**src/rtl/core/pos_pkg.sv**
```systemverilog
package pos_pkg;

  localparam int DEPTH   = 64;
  localparam int IDX_W   = $clog2(DEPTH);
  localparam int CNT_W   = $clog2(DEPTH + 1);
  localparam int DATA_W  = 32;
  localparam int FILL_W  = 7;
  localparam int STAT_W  = 2;

  typedef enum logic {
    OP_INSERT = 1'b0,
    OP_POP    = 1'b1
  } op_t;

  typedef enum logic [STAT_W-1:0] {
    ST_OK    = 2'd0,
    ST_FULL  = 2'd1,
    ST_EMPTY = 2'd2
  } status_t;

  typedef enum logic [1:0] {
    S_IDLE,
    S_INSERT,
    S_POP
  } state_t;

  typedef struct packed {
    logic load;
    logic shift;
    logic place;
    logic pop;
    logic rej_full;
    logic rej_empty;
  } cmd_t;

  typedef struct packed {
    logic full;
    logic empty;
    logic p_zero;
    logic greater;
  } stat_t;

endpackage

```
**src/rtl/core/pos_ctrl.sv**
```systemverilog
module pos_ctrl (
  input  logic          clk,
  input  logic          rst_n,
  input  logic          start,
  input  logic          in_op,
  input  pos_pkg::stat_t stat,
  output pos_pkg::cmd_t  cmd,
  output logic          busy
);
  import pos_pkg::*;

  state_t state_r;
  state_t state_nxt;

  always_ff @(posedge clk) begin
    if (!rst_n) begin
      state_r <= S_IDLE;
    end else begin
      state_r <= state_nxt;
    end
  end

  always_comb begin
    state_nxt = state_r;
    cmd       = '0;
    unique case (state_r)
      S_IDLE: begin
        if (start) begin
          cmd.load = 1'b1;
          if (op_t'(in_op) == OP_POP) begin
            if (stat.empty) begin
              cmd.rej_empty = 1'b1;
            end else begin
              state_nxt = S_POP;
            end
          end else begin
            if (stat.full) begin
              cmd.rej_full = 1'b1;
            end else begin
              state_nxt = S_INSERT;
            end
          end
        end
      end
      S_INSERT: begin
        if (!stat.p_zero && stat.greater) begin
          cmd.shift = 1'b1;
        end else begin
          cmd.place = 1'b1;
          state_nxt = S_IDLE;
        end
      end
      S_POP: begin
        cmd.pop   = 1'b1;
        state_nxt = S_IDLE;
      end
      default: begin
        state_nxt = S_IDLE;
      end
    endcase
  end

  assign busy = (state_r != S_IDLE);

endmodule

```
**src/rtl/core/pos_datapath.sv**
```systemverilog
module pos_datapath (
  input  logic                          clk,
  input  logic                          rst_n,
  input  pos_pkg::cmd_t                 cmd,
  input  logic signed [31:0]            in_value,
  input  logic signed [31:0]            in_priority_req,
  output pos_pkg::stat_t                stat,
  output logic                          out_valid,
  output logic [1:0]                    out_status,
  output logic signed [31:0]            out_value,
  output logic signed [31:0]            out_priority,
  output logic [6:0]                    out_fill_count
);
  import pos_pkg::*;

  logic [2*DATA_W-1:0] mem [DEPTH];

  logic [CNT_W-1:0]        count_r;
  logic [CNT_W-1:0]        count_nxt;
  logic [CNT_W-1:0]        p_r;
  logic [CNT_W-1:0]        p_nxt;
  logic [IDX_W-1:0]        rd_addr;
  logic [2*DATA_W-1:0]     rd_data_r;
  logic signed [DATA_W-1:0] new_value_r;
  logic signed [DATA_W-1:0] new_prio_r;
  logic signed [DATA_W-1:0] rd_prio;

  logic                    valid_r;
  status_t                 status_r;
  logic [DATA_W-1:0]       value_r;
  logic [DATA_W-1:0]       prio_r;
  logic [FILL_W-1:0]       fill_r;

  assign rd_prio = rd_data_r[DATA_W-1:0];

  always_comb begin
    priority if (cmd.load) begin
      p_nxt = count_r;
    end else if (cmd.shift) begin
      p_nxt = p_r - CNT_W'(1);
    end else begin
      p_nxt = p_r;
    end
  end

  assign rd_addr = IDX_W'(p_nxt - CNT_W'(1));

  always_comb begin
    priority if (cmd.place) begin
      count_nxt = count_r + CNT_W'(1);
    end else if (cmd.pop) begin
      count_nxt = count_r - CNT_W'(1);
    end else begin
      count_nxt = count_r;
    end
  end

  assign stat.full    = (count_r == CNT_W'(DEPTH));
  assign stat.empty   = (count_r == '0);
  assign stat.p_zero  = (p_r == '0);
  assign stat.greater = (rd_prio > new_prio_r);

  always_ff @(posedge clk) begin
    rd_data_r <= mem[rd_addr];
    if (cmd.shift) begin
      mem[IDX_W'(p_r)] <= rd_data_r;
    end else if (cmd.place) begin
      mem[IDX_W'(p_r)] <= {new_value_r, new_prio_r};
    end
  end

  always_ff @(posedge clk) begin
    p_r <= p_nxt;
    if (cmd.load) begin
      new_value_r <= in_value;
      new_prio_r  <= in_priority_req;
    end
  end

  always_ff @(posedge clk) begin
    if (!rst_n) begin
      count_r <= '0;
      valid_r <= 1'b0;
    end else begin
      count_r <= count_nxt;
      valid_r <= cmd.place | cmd.pop | cmd.rej_full | cmd.rej_empty;
    end
  end

  always_ff @(posedge clk) begin
    fill_r <= FILL_W'(count_nxt);
    priority if (cmd.pop) begin
      status_r <= ST_OK;
      value_r  <= rd_data_r[2*DATA_W-1:DATA_W];
      prio_r   <= rd_data_r[DATA_W-1:0];
    end else if (cmd.rej_full) begin
      status_r <= ST_FULL;
      value_r  <= '0;
      prio_r   <= '0;
    end else if (cmd.rej_empty) begin
      status_r <= ST_EMPTY;
      value_r  <= '0;
      prio_r   <= '0;
    end else begin
      status_r <= ST_OK;
      value_r  <= '0;
      prio_r   <= '0;
    end
  end

  assign out_valid      = valid_r;
  assign out_status     = status_r;
  assign out_value      = value_r;
  assign out_priority   = prio_r;
  assign out_fill_count = fill_r;

endmodule

```
**src/rtl/core/priority_ordered_stack_core.sv**
```systemverilog
// Priority queue of 64 (value, priority) entries kept sorted in one memory,
// highest priority on top; among equal priorities the newest leaves first.
// A command transfers at a rising edge with start high and busy low, and its
// result appears on the out_ ports the cycle after the command completes,
// marked by out_valid for exactly one cycle; there is no back-pressure, so
// the receiver must take every result as it appears. A pop goes through S_POP.
// An insert stays in S_INSERT while the entry below its slot has strictly
// greater priority: those entries move up one memory slot per cycle through
// the single write port. A rejected insert (store full) or a pop of an empty
// store is answered from S_IDLE and leaves the store unchanged.
module priority_ordered_stack_core (
  input  logic               clk,
  input  logic               rst_n,
  input  logic               start,
  output logic               busy,
  input  logic               in_op,
  input  logic signed [31:0] in_value,
  input  logic signed [31:0] in_priority_req,
  output logic               out_valid,
  output logic [1:0]         out_status,
  output logic signed [31:0] out_value,
  output logic signed [31:0] out_priority,
  output logic [6:0]         out_fill_count
);
  import pos_pkg::*;

  cmd_t  cmd;
  stat_t stat;

  pos_ctrl u_ctrl (
    .clk   (clk),
    .rst_n (rst_n),
    .start (start),
    .in_op (in_op),
    .stat  (stat),
    .cmd   (cmd),
    .busy  (busy)
  );

  pos_datapath u_datapath (
    .clk             (clk),
    .rst_n           (rst_n),
    .cmd             (cmd),
    .in_value        (in_value),
    .in_priority_req (in_priority_req),
    .stat            (stat),
    .out_valid       (out_valid),
    .out_status      (out_status),
    .out_value       (out_value),
    .out_priority    (out_priority),
    .out_fill_count  (out_fill_count)
  );

endmodule
```
**config.mk**
```make
export PLATFORM = sky130hd
export DESIGN_NAME = priority_ordered_stack_core
export DESIGN_NICKNAME = d
export VERILOG_FILES = /design/src/rtl/core/pos_pkg.sv /design/src/rtl/core/pos_ctrl.sv /design/src/rtl/core/pos_datapath.sv /design/src/rtl/core/priority_ordered_stack_core.sv
export SDC_FILE = /design/constraint.sdc
export NUM_CORES = 2
export LEC_CHECK = 0
export BUFFER_PORTS_ARGS = -buffer_cell sky130_fd_sc_hd__buf_2
export CORE_MARGIN = 2
export CORE_UTILIZATION = 45
export CTS_CLUSTER_SIZE = 40
export DETAILED_ROUTE_END_ITERATION = 10
export PLACE_DENSITY_LB_ADDON = 0.25
export SLEW_MARGIN = 20
export SYNTH_ARGS = -nofsm -noshare
export SYNTH_HDL_FRONTEND = slang
export SYNTH_SLANG_ARGS = --single-unit
export TNS_END_PERCENT = 100
```
**constraint.sdc**
```tcl
create_clock -name clk -period 13 [get_ports clk]
set_clock_uncertainty 0.1 [all_clocks]
set_input_delay 1.3 -clock clk [delete_from_list [all_inputs] [get_ports clk]]
set_output_delay 1.3 -clock clk [all_outputs]
set_load 0.005 [all_outputs]
```
Word-level counts from Yosys, hierarchy flattened --
Memories as Yosys holds them, arrays and structs flattened. A register that Yosys moved wholly into a read port is not among the register bits. Index checks and enable logic that the tools add are counted.
Storage, ports and cells: memories kept 1, word-level logic and storage cells 66, output and inout port bits 75, bits in registers 154, RAM bits 4096
Memories:
- u_datapath.mem | words 64, bits a word 64, read ports 1, clocked after Yosys merged registers in 1, wr ports 1, line pos_datapath.sv:16 | logic [2*DATA_W-1:0] mem [DEPTH];
Cells by class: order comparisons 1, add/subtract/negate cells 4, bitwise logic cells 4, mux-type cells 30, eq/ne operators 7, reduce and logical (&&, ||, !) cells 8
Operators with widths (number):
- $mux W64 | 1
- $gt A32 B32 Y1 | 1
- $mux W7 | 4
- $mux W2 | 9
- $mux W1 | 15
- $logic_not A7 Y1 | 2
- $sub A7 B1 Y7 const B | 2
- $add A7 B1 Y7 const B | 1
- $eq A7 B7 Y1 const B | 1
- $ne A3 B3 Y1 const B | 2
- $sub A6 B1 Y6 const B | 1
- $ne A2 B2 Y1 const B | 2
- $or A1 B1 Y1 | 4
- $pmux W2 S2 | 1
- $reduce_and A4 Y1 | 1
- $eq A2 B1 Y1 const B | 1
- $eq A2 B2 Y1 const B | 1
- $logic_not A2 Y1 | 1
- $reduce_bool A2 Y1 | 1
- $reduce_or A2 Y1 | 1
- $logic_and A1 B1 Y1 | 1
- $logic_not A1 Y1 | 1

Longest topological paths before layout --
word-level depth 9, gate-level depth with buffers 23, gate-level depth less buffers 17

By module --
A second synthesis with hierarchy kept.
Unflattened totals: cell total of the unflattened synthesis 8650, area, all modules 195222.2 sq um
By module, submodules not included:
- pos_datapath | instances 1, area each 195072.1 sq um, cells an instance 8635
- pos_ctrl | instances 1, area each 150.1 sq um, cells an instance 15

Least setup slack after synthesis --
Ideal clock, no wire load.
kind input to register, start in start, end reg u_datapath.rd_data_r[10], read port of u_datapath.mem, buffers on the path 5, slack 6.410 ns, stages on the path 14, data arrival time 6.368 ns, path through nand2_1 inv_1 clkbuf_1 a21oi_1 ha_1 clkbuf_1 clkbuf_1 clkbuf_1 clkbuf_1 mux4_2 mux2_2 nand2_1 o21ai_0 a221o_1
RTL lines:
- start: declaration | line priority_ordered_stack_core.sv:14 | input logic start,
- end: declaration | line pos_datapath.sv:23 | logic [2*DATA_W-1:0] rd_data_r;

Final worst setup path --
start reg u_datapath.new_prio_r[31], end reg u_datapath.rd_data_r[63], read port of u_datapath.mem
On the way: longest elaborated chain between the ends 7
Ends and longest elaborated chain:
- start: declaration | line pos_datapath.sv:25 | logic signed [DATA_W-1:0] new_prio_r;
- start signal: assignment | line pos_datapath.sv:76 | new_prio_r <= in_priority_req;
- $gt A32 B32 Y1 | line pos_datapath.sv:61 | assign stat.greater = (rd_prio > new_prio_r);
- $logic_and A1 B1 Y1 | line pos_ctrl.sv:46 | if (!stat.p_zero && stat.greater) begin
- $mux W1 | line pos_ctrl.sv:46
- $mux W2 | line pos_ctrl.sv:26 | unique case (state_r)
- $mux W7 | line pos_datapath.sv:39 | end else if (cmd.shift) begin
- $mux W7 | line pos_datapath.sv:37 | priority if (cmd.load) begin
- $sub A6 B1 Y6 | line pos_datapath.sv:46 | assign rd_addr = IDX_W'(p_nxt - CNT_W'(1));
Every way passes these cells. A chain may end at the register's enable or synchronous reset.

==> results by group <==
Route
  • Drt first pass iters: 6
  • Residual DRC: 0
  • DRT iter0 DRCs: 10,730
  • DR WL/cell: ~35 microns
  • Vias: about 80,000
  • Via density: 6.177
  • Routed Antenna Nets: 0
  • Post-Route WL: 452,900 microns

Power and ir drop
  • Max rail drop VDD: 0.4105 mV
  • Final Power: 48.62 mW
  • Leak: about 60 nW
  • PwrDens: 259.8 nW/um^2

Setup path
  • Crit Path Class: reg2reg
  • Worst Setup SP: u_datapath.new_prio_r[31]
  • Critical Path Fanout Max: 101
  • Worst setup SP type: flip-flop
  • Critical Path RT: 13.74 ns
  • Crit. End Element: flip-flop
  • Worst EP arrival: 8.69 ns
  • Worst r2r src: u_datapath.new_prio_r[31]

STA
  • Pins Over Slew Limit: 0
  • RSZ-0062 raised after global routing: no
  • Worst Slack Setup Final: 5.053 ns
  • Worst slew pin tran: between 1 and 1.5 ns
  • Period utilization: 61.13%
  • Slew Limit Headroom: 18.31%
  • Setup violators final: 0
  • Clock period minus worst slack: 7.947 ns
  • Final TNS setup: 0 ns
  • Max Clk Rate: 125.8 MHz
  • Fin. Hold Viols: 0

Clocking
  • Clock transition at path regs: roughly 0.060 ns
  • CTS buffer count: 435
  • CTS root buffer: clkbuf_16
  • Post-cts repair resize count: 0
  • H-Tree Depth: 5
  • Cts hold-fix bufs: 0
  • TritonCTS clock tree: done
  • Worst-Skew Late Latency: 1.01 ns
  • CTS sink count: 4,314
  • Clock Tree Buf Depth: 4
  • Postcts setup bufs: 0

GRT
  • Largest net degree at the start of global routing: 138
  • First-pass GRT wire length: 627,200 microns
  • Initial antenna violation count: 18
  • Gr usage total: 24.06%
  • GRT Residual Overflow: 0
  • Vias in the first global route: around 80,000

Flow run
  • Max Cap Viol: 0

Cells and area
  • Commonest non-fill, non-tap cells in the layout: 4,161 x edfxtp_1, 1,024 x mux4_2, 443 x clkbuf_16
  • Fillers: about 28,000
  • Layout cells sized above 1: 29.80%
  • Commonest non-fill, non-tap cell in the layout: edfxtp_1
  • Post-layout util: 51.19%
  • Nets: about 8,000
  • Synth-to-layout area growth: 13.29%

Placement
  • Port Buffers: 142
  • Gp weighted congestion: 0.7730
  • Setup slack at placement: around 5 ns
  • Hpwl dp: approximately 230,000 microns

Min path
  • HP Class: in2reg
  • Hold path startpoint: in_value[4]

Synthesis
  • Synth async-reset ratio: 0%
  • Sequential area share after synthesis: 77.51%
  • Post-synth EDFFs: 4,161
  • Synth Register Bits: 4,314
  • Mapped Area: 165,200 sq um
  • Proportion of synthesized area in mux cells: a little under a fifth
  • Compound-Gate Fraction of Synth Area: 1.376%
  • Synth Area in Simple Gates: 1.323%
  • Post-Syn Area per Cell: between 20 and 25 sq um
  • Largest family of logic cells by synthesized area: multiplexers
  • Adder-Cell Fraction of Synth Area: 0.2803%
  • Area share of xor/xnor cells in the synthesized design: 0.07425%
  • Top FF cell, synth: edfxtp_1
  • Warnings, synthesis: 0
  • Syn Inst Count: 7,287
  • Syn_nets: 7,392
  • Count of different cell masters after synthesis: 69

Floorplanning
  • Num rows: 222
  • Initial Util: between 40 and 50%
  • Die area: roughly 370,000 sq um
  • Die Ht: 609.8 microns
  • Die Span X: 609.8 microns
  • Io pins: 143
  • Core Footprint: 365,500 sq um

Outcome
  • Status: finished clean
final timing paths:
path | to | cells after the start | slack (ns)
setup / recovery | u_datapath.rd_data_r[63] | 17 | 5.05
hold / removal | u_datapath.new_value_r[4] | 1 | 0.37
hold reg to reg | u_datapath.out_value[19] | 1 | 0.39
setup reg to reg | u_datapath.rd_data_r[63] | 17 | 5.05
per-stage QoR:
step | hold slack [ns] | instance area [sq um] | std cells
after global routing | 0.3306 | 187100 | 12980
after detailed placement | 0.3619 | 173300 | 12160
after floorplan | 0.3296 | 165200 | 7287
after CTS | 0.2966 | 187000 | 12960
after global placement | 0.3694 | 172900 | 12140
final | 0.3658 | 187100 | 12980
cell families (layout without fill, tap and decap cells):
| logic type | count (synthesis) | after routing |
|---|---|---|
| AO/OA/AOI/OAI | 343 | 343 |
| XOR/XNOR | 11 | 11 |
| adder cells (fa/ha/maj) | 37 | 37 |
| buffers and inverters | 426 | 1280 |
| flip-flops | 4314 | 4314 |
| multiplexers | 1666 | 1666 |
| other | 0 | 22 |
| AND/OR/NAND/NOR | 490 | 490 |
report_power, final:
group / switching, mW / leakage, nW / internal (mW)
Sequential: 0.203 / 39.0 / 17.8
Clock: 5.28 / 6.71 / 6.85
Combinational: 10.7 / 14.6 / 7.75
Total: 16.2 / 60.3 / 32.4
layer usage:
layer | track usage, % | up-vias | wire length, microns
li1 | - | 31590 | -
met1 | 33.96 | 43810 | 180400
met2 | 38.83 | 4056 | 217800
met3 | 4.051 | 707 | 40640
met4 | 6.971 | 0 | 14100
met5 | 0 | - | 0
sequential cells by signal, summed over array words and instances, names as in the netlist:
| register | flops |
|---|---|
| u_datapath.out_valid | 1 |
| u_datapath.out_priority | 32 |
| u_datapath.p_r | 7 |
| u_datapath.new_value_r | 32 |
| u_datapath.mem | 4096 |
| u_datapath.rd_data_r | 64 |
| u_datapath.new_prio_r | 32 |
| u_datapath.out_value | 32 |
| u_ctrl.state_r | 2 |
| u_datapath.out_fill_count | 7 |
| u_datapath.out_status | 2 |
| u_datapath.count_r | 7 |
Yosys cell counts, types with 2 or more instances:
cell / n / area (sq um)
buf_1: 6 / 22.52
o21ai_1: 67 / 335.3
a31oi_1: 3 / 18.77
o22ai_1: 64 / 400.4
or4_1: 2 / 15.01
dfxtp_1: 153 / 3063
mux2_2: 255 / 2872
edfxtp_1: 4161 / 124900
a21oi_1: 16 / 80.08
buf_6: 37 / 416.7
mux2i_1: 386 / 3864
o21a_1: 3 / 22.52
nor2b_1: 4 / 25.02
nor2_1: 80 / 300.3
buf_2: 80 / 400.4
buf_4: 82 / 615.6
xnor2_1: 6 / 52.55
ha_1: 37 / 462.9
nor3_1: 6 / 30.03
or3_1: 4 / 25.02
nand2_1: 277 / 1040
nand2b_1: 7 / 43.79
nand3_1: 14 / 70.07
a221o_1: 64 / 640.6
and2_1: 71 / 444.2
clkbuf_1: 175 / 656.9
inv_1: 45 / 168.9
nand4_1: 11 / 68.82
mux4_2: 1024 / 23060
and4_1: 2 / 17.52
xor2_1: 3 / 26.28
o21ba_2: 2 / 20.02
o21ai_0: 101 / 505.5
a211oi_1: 2 / 15.01
o21ai_2: 3 / 26.28
critical path, cell delays in order, from the launching register on:
cell and delay [ns]:
edfxtp_1 0.34, inv_1 0.09, ha_1 0.60, nand4_1 0.26
or4_4 0.72, a31oi_4 0.24, or2_4 0.19, nand3_2 0.16
a221oi_4 0.46, buf_4 0.80, buf_12 0.66, buf_4 0.79
buf_4 0.72, mux4_2 0.60, mux2_2 0.27, nand2_1 0.07
o21ai_0 0.12, a221o_1 0.34
final cells by class:
cell class	count	area, sq um	area share (%)
Antenna cell	22	55.05	0.02942
Clock buffer	600	11980	6.400
Clock inverter	200	1768	0.9449
Inverter	46	177.7	0.09496
Multi-Input combinational cell	2547	35780	19.12
Sequential cell	4314	128000	68.42
Tap cell	4816	6026	3.221
Timing Repair Buffer	434	3316	1.772
(Power assumes the default switching activity.)
